<file path="config.mk">
export PLATFORM = sky130hd
export DESIGN_NAME = bmsc_count_mem
export DESIGN_NICKNAME = d
export VERILOG_FILES = /design/src/sv/bmsc_pkg.sv /design/src/sv/bmsc_count_mem.sv
export SDC_FILE = /design/constraint.sdc
export NUM_CORES = 1
export LEC_CHECK = 0
export ABC_AREA = 0
export BUFFER_PORTS_ARGS = -buffer_cell sky130_fd_sc_hd__buf_2
export CAP_MARGIN = 20
export CORE_MARGIN = 4
export CORE_UTILIZATION = 40
export DETAILED_ROUTE_END_ITERATION = 8
export SLEW_MARGIN = 20
export SYNTH_ARGS = -nofsm -noshare
export SYNTH_HDL_FRONTEND = slang
export SYNTH_SLANG_ARGS = --single-unit
</file>
<file path="constraint.sdc">
create_clock -name clk -period 13 [get_ports clk]
set_clock_uncertainty 0.1 [all_clocks]
set_input_delay 3.9 -clock clk [delete_from_list [all_inputs] [get_ports clk]]
set_output_delay 3.9 -clock clk [all_outputs]
set_load 0.01 [all_outputs]
</file>
<file path="src/sv/bmsc_pkg.sv">
// Shared constants, item codes and memory control type for the bounded
// multiset substring counter. No dependencies.
package bmsc_pkg;

  localparam int ALPHABET_SIZE_DEF = 26;
  localparam int MAX_TEMPLATE_DEF  = 1024;

  localparam int KIND_W   = 2;
  localparam int LETTER_W = 5;
  localparam int TOTAL_W  = 63;
  localparam int LEN_W    = 11;

  localparam logic [KIND_W-1:0] KIND_TEMPLATE = 2'd0;
  localparam logic [KIND_W-1:0] KIND_TEXT     = 2'd1;
  localparam logic [KIND_W-1:0] KIND_CLEAR    = 2'd2;

  typedef struct packed {
    logic rd;
    logic wr;
    logic clr;
  } bmsc_mem_ctl_t;

endpackage

</file>
<file path="src/sv/bmsc_count_mem.sv">
// Per-letter count memory: allowance and window count packed in one word.
// Valid bits make unwritten or cleared entries read as zero. Uses bmsc_pkg.
module bmsc_count_mem
  import bmsc_pkg::*;
#(
  parameter int DEPTH = ALPHABET_SIZE_DEF,
  parameter int AW    = $clog2(ALPHABET_SIZE_DEF),
  parameter int DW    = 22
) (
  input  logic          clk,
  input  logic          rst,
  input  bmsc_mem_ctl_t ctl,
  input  logic [AW-1:0] addr,
  input  logic [DW-1:0] wdata,
  output logic [DW-1:0] rdata
);

  logic [DW-1:0]    mem [DEPTH];
  logic [DEPTH-1:0] valid;
  logic [DW-1:0]    rd_q;
  logic             rd_valid;

  always_ff @(posedge clk) begin
    if (ctl.wr) begin
      mem[addr] <= wdata;
    end
    if (ctl.rd) begin
      rd_q <= mem[addr];
    end
  end

  always_ff @(posedge clk) begin
    if (rst || ctl.clr) begin
      valid <= '0;
    end else if (ctl.wr) begin
      valid[addr] <= 1'b1;
    end
  end

  always_ff @(posedge clk) begin
    if (rst) begin
      rd_valid <= 1'b0;
    end else if (ctl.rd) begin
      rd_valid <= valid[addr];
    end
  end

  assign rdata = rd_valid ? rd_q : '0;

endmodule

</file>
# Yosys cells after proc, flatten, opt, wreduce, memory -nomap -nowiden
# Memory sizes are Yosys's and may differ from the RTL's. A register that Yosys moved wholly into a read port is not among the register bits.
# Cells that the tools add are included.
[totals]
out_inout_bits = 22
memories = 1
word_cells = 15
mem_bits_rw = 572
inputBits = 32
ff_bits = 27
[classes]
n_bitwise = 1
n_mux = 7
order_cmp = 2
reduce_logical = 2
[mem_list]
columns = ["memory", "depth", "width", "read_ports", "rd_ports_with_merged_regs", "write_ports", "line", "source"]
rows = [
  ["mem", 26, 22, 1, 1, 1, "bmsc_count_mem.sv:18", "logic [DW-1:0] mem [DEPTH];"],
]
[op_table]
columns = ["operator", "n"]
rows = [
  ["$or A26 B26 Y26", 1],
  ["$mux W22", 1],
  ["$lt A5 B6 Y1 const B", 1],
  ["$bmux W1 S5", 1],
  ["$demux W1 S5", 1],
  ["$ge A5 B1 Y1 const B", 1],
  ["$mux W1", 4],
  ["$logic_and A1 B1 Y1", 1],
  ["$logic_or A1 B1 Y1", 1],
]

# Depth between registers and ports, before layout
# Gate-level depths: netlist of run 1.
[depth]
word_depth = 5
depth_mapped = 8
ltp_nobuf = 5

# Least setup slack after synthesis of run 1
# Ideal clock, no wire load.
[synth_timing]
path_type = "input -> register"
start = "in addr[1]"
end = "mem mem[24][0] (enable)"
arrival_time_ps = 6426
setup_slack_ps = 6043
required_ps = 12469
setup_ps = 431
stages = 5
path_buffers = 3
path_cell_list = "buf_4 > buf_2 > or3b_2 > clkbuf_1 > nor3_1"
[synth_lines]
columns = ["item", "line", "source"]
rows = [
  ["start, declared", "bmsc_count_mem.sv:13", "input logic [AW-1:0] addr,"],
  ["end, declared", "bmsc_count_mem.sv:18", ""],
]
# Straight into the memory's write port.

# Final worst setup path of run 1
[layout_timing]
start = "in addr[0]"
end = "mem mem[9][4] (enable)"
# Straight into the memory's write port.

==> results of run 1 <==
[synthesized netlist by cell type, types with 4 or more instances]
cell and n:
a31oi_1 6, nand3b_1 5, and2_1 23, nor3_1 14, a22o_1 9, nand2_1 22
mux4_2 110, clkbuf_1 24, buf_2 20, nand3_1 22, nor2b_1 6, nand2b_1 10
mux2i_1 78, a211oi_1 5, dfxtp_1 27, nor2_1 36, buf_4 18, o21a_1 26
edfxtp_1 594, buf_6 4, o22ai_1 7, a22oi_1 34, o211ai_1 13, a211o_1 5
a21oi_1 7, mux2_2 24
[flip-flops by register name, indices dropped and copies added (netlist names)]
name / cells
rd_q: 22
valid: 26
rd_valid: 1
mem: 572
[power by group]
group | leakage (nW) | total (mW) | switching, mW | internal, mW
Combinational | 2.16 | 0.204 | 0.132 | 0.0718
Clock | 0.901 | 1.65 | 0.718 | 0.934
Sequential | 5.59 | 2.23 | 0.0107 | 2.22
Total | 8.65 | 4.09 | 0.861 | 3.23
[cells by family after synthesis]
logic type,Yosys count,synth area share
DFF,621,0.7693
muxes,212,0.1477
and+or+nand+nor,143,0.02986
AOI/OAI and AO/OA,120,0.03714
buffers and inverters,69,0.01598
[final timing paths]
path | start | cells after the start | end | slack, ns
worst min-delay path | valid[20] | 1 | valid[20] | 0.36
worst max-delay path | addr[0] | 5 | mem[9][4] | 5.92
worst max register to register | mem[19][4] | 4 | rd_q[4] | 10.64
worst min register to register | valid[20] | 1 | valid[20] | 0.36
[area by class of cell]
class | instances | area [µm²] | area share
repair buffers | 78 | 473.0 | 0.01753
flip-flops and latches | 621 | 18380 | 0.6812
clock inverters | 27 | 227.7 | 0.008440
clock buffers | 80 | 1627 | 0.06029
multi-input cells | 475 | 5308 | 0.1967
well taps | 773 | 967.2 | 0.03585
[per-layer routing]
metal  share of wire  vias to the layer above  GRT usage
li1                -                     4945          -
met1            0.44                     6151     0.2612
met2            0.46                      435     0.2730
met3           0.073                       82    0.03725
met5         0.00023                        -          0
met4           0.023                        2    0.04981
[metrics by stage]
step                      hold slack, ns  utilization  cell area, µm²  power, mW  worst slack (ns)
after floorplan                   0.3352            -           23890      2.388             6.043
after detailed placement          0.3522       0.4255           25110      2.480             5.196
after global placement            0.3416       0.4254           25110      2.478             5.317
after CTS                         0.3660       0.4569           26970      4.130             5.869
final                             0.3632       0.4572           26980      4.088             5.923
after global routing              0.3767       0.4572           26980      4.232             5.690
==> summary.md, run 1 <==
| Metric | Value |
|---|---|
| Starting Density | 0.4047 |
| Via count | 11615 |
| HP Class | flip-flop to flip-flop |
| Crit-path cells | clkbuf_8 -> buf_4 -> nand3b_1 -> nor3_2 -> buf_4 |
| Setup TNS | 0 ns |
| First-pass GRT wire length | 83170 µm |
| Fin cells | 2054 |
| Largest net degree at the start of global routing | 69 |
| Htree depth | 2 |
| Lkg Pwr | 8.649 nW |
| Final Hold Vio Count | 0 |
| Yosys cell types | 37 |
| Nets@finish | 1268 |
| Top Family by Delay on Critical Path | buffers and inverters |
| Netlist Area Pre-Place | 23890 µm² |
| WL final | 56260 µm |
| Max cap viols | 0 |
| Drt wl/cell | 27.39 µm |
| Max transition margin | 0.2932 |
| Setup violations, final | 0 |
| Vias in the first global route | 12044 |
| RSZ-0062 raised after global routing | false |
| Boundary Pins | 54 |
| Synth Flop Type | edfxtp_1 |
| Worst Path Required | 13.20 ns |
| Post-CTS Hold Fix Bufs | 0 |
| Post-synth top area share | 0.7467 |
| Crit Path Max Fanout | 60 |
| Initial antenna violation count | 4 |
| Row cnt | 89 |
| Port Buffers | 53 |
| DIE AREA | 63690 µm² |
| Pwr Density | 151.5 nW/µm² |
| Post-CTS Setup Bufs | 0 |
| Register area share after synthesis | 0.7693 |
| Post-CTS sizing | 0 |
| Setup crit start kind | primary input |
| Clock Latency Late Sink | 0.61 ns |
| Clock slew seen by the registers of the worst setup and hold paths | 0.06 ns |
| # fillers | 5012 |
| Core ar. | 59020 µm² |
| GRT Total Usage | 0.1780 |
| Max Slew Vio Count | 0 |
| Remaining Overflow, GRT | 0 |
| CTS sink cnt | 621 |
| Post-Synthesis Cells | 1165 |
| CP max-delay cell | nor3_2 |
| Yosys reg bits | 621 |
| Syn avg cell area | 20.50 µm² |
| Synth-to-layout area growth | 12.95% |
| RD Place Congestion | 0.8009 |
| Antenna Diode Count | 0 |
| Clk buf depth | 3 |
| Detailed Routing Iterations Pass 1 | 5 |
| Commonest non-fill, non-tap cell in the layout | edfxtp_1 |
| Crit Path Category | primary input to flip-flop |
| Most frequent cells in the layout | edfxtp_1, mux4_2, mux2i_1 |
| Buffers and inverters on the worst path | 3 |
| Async S/R FF share, synth | 0 |
| Post-synth EDFFs | 594 |
| Max frequency | 141.3 MHz |
| Setup crit end kind | flip-flop |
| Die height | 252.4 µm |
| Status | complete, no violations |
| Share of cells above drive strength 1 | 0.2514 |
| CTS tree | done |
| Max stage delay on crit path | 0.98 ns |
| Initial DRC count | 1047 |
| CTS Buf Count | 60 |
| Leading area contributor after synthesis | edfxtp_1 |
| Maximum VDD drop | 0.1207 mV |
| Ranking of synthesized cells by area | edfxtp_1, mux4_2, mux2i_1 |
| Final period util | 0.5444 |
| Worst-margin pin slew | 1.060 ns |
| Syn_nets | 1197 |
| Most used cell along the critical path | buf_4 |
| YS warnings | 0 |
| Vias/cell | 5.655 |
| DRC | 0 |
| Tmin final | 7.077 ns |
| Dpl cells | 1946 |
| Clock root buffer | clkbuf_16 |
| Post-route ant nets | 0 |
| Crit path DAT | 7.28 ns |
| Die X-Extent | 252.4 µm |
| Placed wire-length estimate | 32390 µm |
Note: power is estimated with default switching activity, not from simulation.
==> run 2, diff against run 1 <==
==> constraint.sdc (replaced) <==
create_clock -name clk -period 6.2 [get_ports clk]
set_clock_uncertainty 0.1 [all_clocks]
set_input_delay 1.86 -clock clk [delete_from_list [all_inputs] [get_ports clk]]
set_output_delay 1.86 -clock clk [all_outputs]
set_load 0.01 [all_outputs]
==> run 2 against run 1 <==
  * Final area up 0.77%
  * Clock-buffer cell count rose by 3
  * Sequential power is 110% higher
  * First-iteration DRC count is 17% higher
  * Critical endpoint is now rd_q[11]
  * Largest cell class unchanged
==> summary.md, run 2 (same netlist as run 1, synthesis figures left out) <==
| Metric | Value |
|---|---|
| Pwr Density | 319.0 nW/µm² (+110%) |
| Max cap viols | 0 (unchanged) |
| Max frequency | 248.2 MHz |
| CP Launch Point | addr[1] |
| RD Place Congestion | 0.7684 (-4.1%) |
| Setup crit end kind | flip-flop |
| CTS sink cnt | 621 (unchanged) |
| Top sig layer | met5 |
| Crit Path Category | primary input to flip-flop |
| Post-CTS Setup Bufs | 0 (unchanged) |
| WL final | 56210 µm (about the same) |
| Worst-margin pin slew | 1.106 ns (+0.04575 ns) |
| Fin cells | 2074 (+0.97%) |
| Htree depth | 2 (unchanged) |
| Setup violations, final | 0 (unchanged) |
| Final period util | 0.6499 |
| Core ar. | 59020 µm² (unchanged) |
| Die X-Extent | 252.4 µm (unchanged) |
| Port Buffers | 53 (unchanged) |
| Post-CTS sizing | 0 (unchanged) |
| Met1 WL | 24350 µm (-2.5%) |
| Most frequent cells in the layout | edfxtp_1, mux4_2, mux2i_1 |
| Reg2reg setup slack | 4.15 ns (-6.49 ns) |
| Antenna Diode Count | 0 (unchanged) |
| Top reg by flops | mem |
| GRT Total Usage | 0.1764 (-0.001586) |
| R2r startpoint | mem[19][5] |
| First-pass GRT wire length | 82400 µm (-0.93%) |
| CTS tree | done |
| Clock Latency Late Sink | 0.63 ns (+0.02 ns) |
| Crit path to | rd_q[11] |
| Worst R2R End | rd_q[5] |
| CTS Buf Count | 61 (+1.7%) |
| DRC | 0 (unchanged) |
| Vias in the first global route | 11997 (-0.39%) |
| Worst Path Required | 6.46 ns (-6.74 ns) |
| Status | complete, no violations |
| Initial DRC count | 1230 (+17%) |
| Drt wl/cell | 27.10 µm (-1.1%) |
| Commonest non-fill, non-tap cell in the layout | edfxtp_1 |
| Synth-to-layout area growth | 13.82% |
| Met2 Wirelength | 26870 µm (+3.8%) |
| Lkg Pwr | 8.760 nW (+1.3%) |
| Share of cells above drive strength 1 | 0.2590 (+0.007665) |
| Remaining Overflow, GRT | 0 (unchanged) |
| Setup TNS | 0 ns (unchanged) |
| HP Class | flip-flop to flip-flop |
| Clock root buffer | clkbuf_16 |
| Max Slew Vio Count | 0 (unchanged) |
| Dpl cells | 1960 (+0.72%) |
| RSZ-0062 raised after global routing | false |
| Post-place setup slack | 1.519 ns (-3.677 ns) |
| Biggest regs | mem (572), valid (26), rd_q (22) |
| Boundary Pins | 54 (unchanged) |
| Post-route ant nets | 0 (unchanged) |
| Max FFs per register | 572 (unchanged) |
| Die height | 252.4 µm (unchanged) |
| Setup crit start kind | primary input |
| Starting Density | 0.4047 (unchanged) |
| Largest net degree at the start of global routing | 71 (+2.9%) |
| Nets@finish | 1283 (+1.2%) |
| Crit Path Max Fanout | 70 (+17%) |
| Worst r2r path cells | 5 (+1) |
| Detailed Routing Iterations Pass 1 | 5 (unchanged) |
| Clock slew seen by the registers of the worst setup and hold paths | 0.06 ns (about the same) |
| Worst Setup Slack, final | 2.171 ns (-3.753 ns) |
| Tmin final | 4.029 ns |
| Initial antenna violation count | 1 (-3) |
| WL met3 | 3699 µm (-10%) |
| DIE AREA | 63690 µm² (unchanged) |
| Vias/cell | 5.656 (about the same) |
| Via count | 11730 (+0.99%) |
| Maximum VDD drop | 0.2312 mV (+91%) |
| Post-CTS Hold Fix Bufs | 0 (unchanged) |
| Placed wire-length estimate | 31960 µm (-1.3%) |
| Max transition margin | 0.2610 (-0.03225) |
| Clk buf depth | 3 (unchanged) |
| Row cnt | 89 (unchanged) |
| Final Hold Vio Count | 0 (unchanged) |
| Crit path DAT | 4.29 ns (-2.99 ns) |
-- run 2: metrics by stage --
stage	total power [mW]	hold slack [ns]	utilization	area, µm²
finish	8.674	0.3653	0.4607	27190
floorplan	5.008	0.3352	-	23890
CTS	8.745	0.3665	0.4602	27160
global placement	5.184	0.3412	0.4274	25230
global route	8.966	0.3794	0.4607	27190
detailed placement	5.191	0.3522	0.4274	25230
-- run 2: routing by layer --
metal,global-route usage,up-vias
met5,0,-
li1,-,4988
met3,0.03447,83
met1,0.2538,6237
met4,0.04540,2
met2,0.2801,420
-- run 2: how the worst min path moves through the flow --
stage	cells past startpoint	slack (ns)	endpoint	from
6_report	1	0.37	valid[18]	valid[18]
5_1_grt	1	0.38	valid[25]	valid[25]
4_1_cts	1	0.37	valid[21]	valid[21]
3_5_place_dp	1	0.35	valid[21]	valid[21]
3_3_place_gp	1	0.34	valid[18]	valid[18]
2_1_floorplan	1	0.34	valid[10]	valid[10]
-- run 2: report_power, final --
| part | internal (mW) | total, mW | switching (mW) | leakage, nW |
|---|---|---|---|---|
| combinational | 0.154 | 0.423 | 0.269 | 2.24 |
| clock | 2.06 | 3.58 | 1.52 | 0.933 |
| sequential | 4.66 | 4.67 | 0.0157 | 5.59 |
-- run 2: critical path: stages --
cell      delay, ns
clkbuf_8       0.54
buf_4          0.78
mux4_2         0.41
mux2i_1        0.17
o22ai_1        0.11
a211o_1        0.25
-- run 2: area by class of cell --
cell class | instances | area [µm²]
fill | 4959 | 31830
sequential | 621 | 18380
timing repair buffer | 92 | 610.6
tap | 773 | 967.2
clock inverter | 30 | 295.3
multi-input combinational | 475 | 5299
clock buffer | 83 | 1639
==> run 3, diff against run 2 <==
--- a/config.mk
+++ b/config.mk
@@ -5,7 +5,7 @@
 export SDC_FILE = /design/constraint.sdc
 export NUM_CORES = 1
 export LEC_CHECK = 0
-export ABC_AREA = 0
+export ABC_AREA = 1
 export BUFFER_PORTS_ARGS = -buffer_cell sky130_fd_sc_hd__buf_2
 export CAP_MARGIN = 20
 export CORE_MARGIN = 4
==> constraint.sdc (replaced) <==
create_clock -name clk -period 3.9 [get_ports clk]
set_clock_uncertainty 0.1 [all_clocks]
set_input_delay 1.17 -clock clk [delete_from_list [all_inputs] [get_ports clk]]
set_output_delay 1.17 -clock clk [all_outputs]
set_load 0.01 [all_outputs]
==> run 3 against run 2 <==
  * Sequential share of layout area down 0.91 points
  * Clock power up 61%
  * Worst hold slack better by 0.0053 ns
  * Power up 60%
  * Clock-buffer cell count down 3
  * Largest power group unchanged
  * Register-to-register slack worse by 1.6 ns
  * Final area up 1.4%
  * First-iteration DRC count up 4.5%
  * Largest cell class unchanged
  * Highest routed layer is now met4
  * Cell count up 37%
==> summary.md, run 3 <==
| Metric | Value |
|---|---|
| Nets@finish | 2049 (+60%) |
| Max stage delay on crit path | 0.39 ns (-0.39 ns) |
| Crit Path Max Fanout | 22 (-69%) |
| Final period util | 0.7642 |
| Syn_nets | 1952 (+63%) |
| Post-place setup slack | 0.6676 ns (-0.8510 ns) |
| CTS sink cnt | 621 (unchanged) |
| Largest net degree at the start of global routing | 71 (unchanged) |
| Netlist Area Pre-Place | 23790 µm² (-0.39%) |
| Maximum VDD drop | 0.3116 mV (+35%) |
| HP Class | flip-flop to flip-flop |
| YS warnings | 0 (unchanged) |
| CTS tree | done |
| Port Buffers | 53 (unchanged) |
| Vias in the first global route | 15076 (+26%) |
| Post-Synthesis Cells | 1920 (+65%) |
| Post-synth top area share | 0.7496 (+0.002945) |
| Top reg by flops | mem |
| Die height | 251.9 µm (-0.19%) |
| Post-CTS Hold Fix Bufs | 0 (unchanged) |
| Vias/cell | 5.251 (-7.2%) |
| DRC | 0 (unchanged) |
| Commonest non-fill, non-tap cell in the layout | nand2_1 |
| Post-CTS Setup Bufs | 0 (unchanged) |
| Die X-Extent | 251.9 µm (-0.19%) |
| Drt wl/cell | 22.50 µm (-17%) |
| Biggest regs | mem (572), valid (26), rd_q (22) |
| DIE AREA | 63450 µm² (-0.38%) |
| Starting Density | 0.4039 (-0.0008279) |
| Clk buf depth | 3 (unchanged) |
| Via count | 14918 (+27%) |
| Top cells by count, synth | nand2_1, edfxtp_1, nor2_1 |
| First-pass GRT wire length | 95580 µm (+16%) |
| GRT Total Usage | 0.2022 (+0.02580) |
| Post-layout util | 0.4678 (+0.007137) |
| CTS Buf Count | 60 (-1.6%) |
| Setup violations, final | 0 (unchanged) |
| CP max-delay cell | buf_4 |
| Yosys reg bits | 621 (unchanged) |
| Max Slew Vio Count | 0 (unchanged) |
| Lkg Pwr | 9.756 nW (+11%) |
| Boundary Pins | 54 (unchanged) |
| Share of cells above drive strength 1 | 0.1224 (-0.1366) |
| Async S/R FF share, synth | 0 (unchanged) |
| Clock slew seen by the registers of the worst setup and hold paths | 0.06 ns (about the same) |
| Setup crit start kind | flip-flop |
| Placed wire-length estimate | 34880 µm (+9.1%) |
| Tmin final | 2.980 ns |
| Synth-to-layout area growth | 15.82% |
| Post-synth EDFFs | 594 (unchanged) |
| Clock Latency Late Sink | 0.62 ns (about the same) |
| Yosys cell types | 23 (-38%) |
| Detailed Routing Iterations Pass 1 | 5 (unchanged) |
| Crit-path cells | buf_4 -> nand2_1 -> inv_1 -> buf_2 |
| Buffers and inverters on the worst path | 3 (+1) |
| Post-CTS sizing | 0 (unchanged) |
| Register area share after synthesis | 0.7724 (+0.003034) |
| Synth Flop Type | edfxtp_1 |
| Crit Path Category | flip-flop to primary output |
| RD Place Congestion | 0.8358 (+8.8%) |
| WL final | 63930 µm (+14%) |
| # fillers | 5163 (+4.1%) |
| Row cnt | 89 (unchanged) |
| Status | complete, no violations |
| Crit path DAT | 1.71 ns (-2.58 ns) |
| Worst-margin pin slew | 1.034 ns (-0.07166 ns) |
| Setup TNS | 0 ns (unchanged) |
| Htree depth | 2 (unchanged) |
| Worst Setup Slack, final | 0.9196 ns (-1.251 ns) |
| Ranking of synthesized cells by area | edfxtp_1, nand2_1, nand4_1 |
| Initial DRC count | 1285 (+4.5%) |
| Clock root buffer | clkbuf_16 |
| Max cap viols | 0 (unchanged) |
| RSZ-0062 raised after global routing | false |
| Post-route ant nets | 0 (unchanged) |
| Top Family by Delay on Critical Path | buffers and inverters |
| Most frequent cells in the layout | nand2_1, edfxtp_1, nor2_1 |
| Setup crit end kind | primary output |
| Initial antenna violation count | 1 (unchanged) |
| Core ar. | 58910 µm² (-0.19%) |
| Leading area contributor after synthesis | edfxtp_1 |
| Worst Path Required | 2.63 ns (-3.83 ns) |
| Remaining Overflow, GRT | 0 (unchanged) |
| Count leader, synth | nand2_1 |
| Max frequency | 335.5 MHz |
| Syn avg cell area | 12.39 µm² (-40%) |
| Max transition margin | 0.3088 (+0.04789) |
| Power Total | 13.84 mW (+60%) |
| Final Hold Vio Count | 0 (unchanged) |
| Max FFs per register | 572 (unchanged) |
| Pwr Density | 502.2 nW/µm² (+57%) |
## run 3: cell types whose count changed in the layout (fill, tap and decap cells not counted), moves of 15 or more
cell,delta
a22oi_1,-34
nand2_1,+788
o21a_1,-26
mux2i_1,-78
mux2_2,-24
nand4_1,+132
nor2_1,+126
inv_1,+29
buf_12,+18
o21ai_0,+15
nand3_1,-19
mux4_2,-110
## run 3: logic make-up (layout without fill, tap and decap cells)
group	after synthesis	in the layout	synth area share
flops	621	621	0.7724
other cells	0	1	0
simple gates	1151	1151	0.1996
buf+inv	123	270	0.02256
compound gates	25	25	0.005469
## run 3: stage by stage
| step | cell area, µm² | std cells | hold slack [ns] |
|---|---|---|---|
| after floorplan | 23790 | 1920 | 0.3402 |
| after global placement | 25600 | 2728 | 0.3494 |
| after detailed placement | 25600 | 2728 | 0.3594 |
| after CTS | 27560 | 2840 | 0.3748 |
| after global routing | 27560 | 2841 | 0.3996 |
| final | 27560 | 2841 | 0.3707 |
## run 3: routing by layer
layer	routed length (µm)	track usage
met1	27920	0.2902
met5	0	0
met4	2113	0.06967
met2	28810	0.3102
met3	5081	0.04195
## run 3: worst paths after layout
path	from	end	slack (ns)	depth (start not counted)
max	rd_valid	rdata[15]	0.92	4
min	valid[13]	valid[13]	0.37	2
max reg2reg	mem[12][16]	rd_q[16]	2.52	6
min reg2reg	valid[13]	valid[13]	0.37	2
## run 3: power breakdown
part           internal, mW  switching [mW]  total [mW]
Clock                  3.33            2.41        5.75
Sequential             7.41          0.0263        7.43
Combinational         0.168           0.493       0.661
Total                  10.9            2.93        13.8
## run 3: layout make-up
cell class	count	area, µm²	share of cell area
sequential	621	18380	0.6669
clock buffer	80	1678	0.06089
inverter	40	152.6	0.005539
antenna	1	2.502	0.00009081
multi-input combinational	1176	5110	0.1854
tap	773	967.2	0.03510
clock inverter	32	279.0	0.01012
timing repair buffer	118	991.0	0.03596
## run 3: tightest hold or removal path, stage by stage (launching register included)
cell and delay (ns):
dfxtp_1 0.33, nor2_1 0.05, nor2_1 0.06
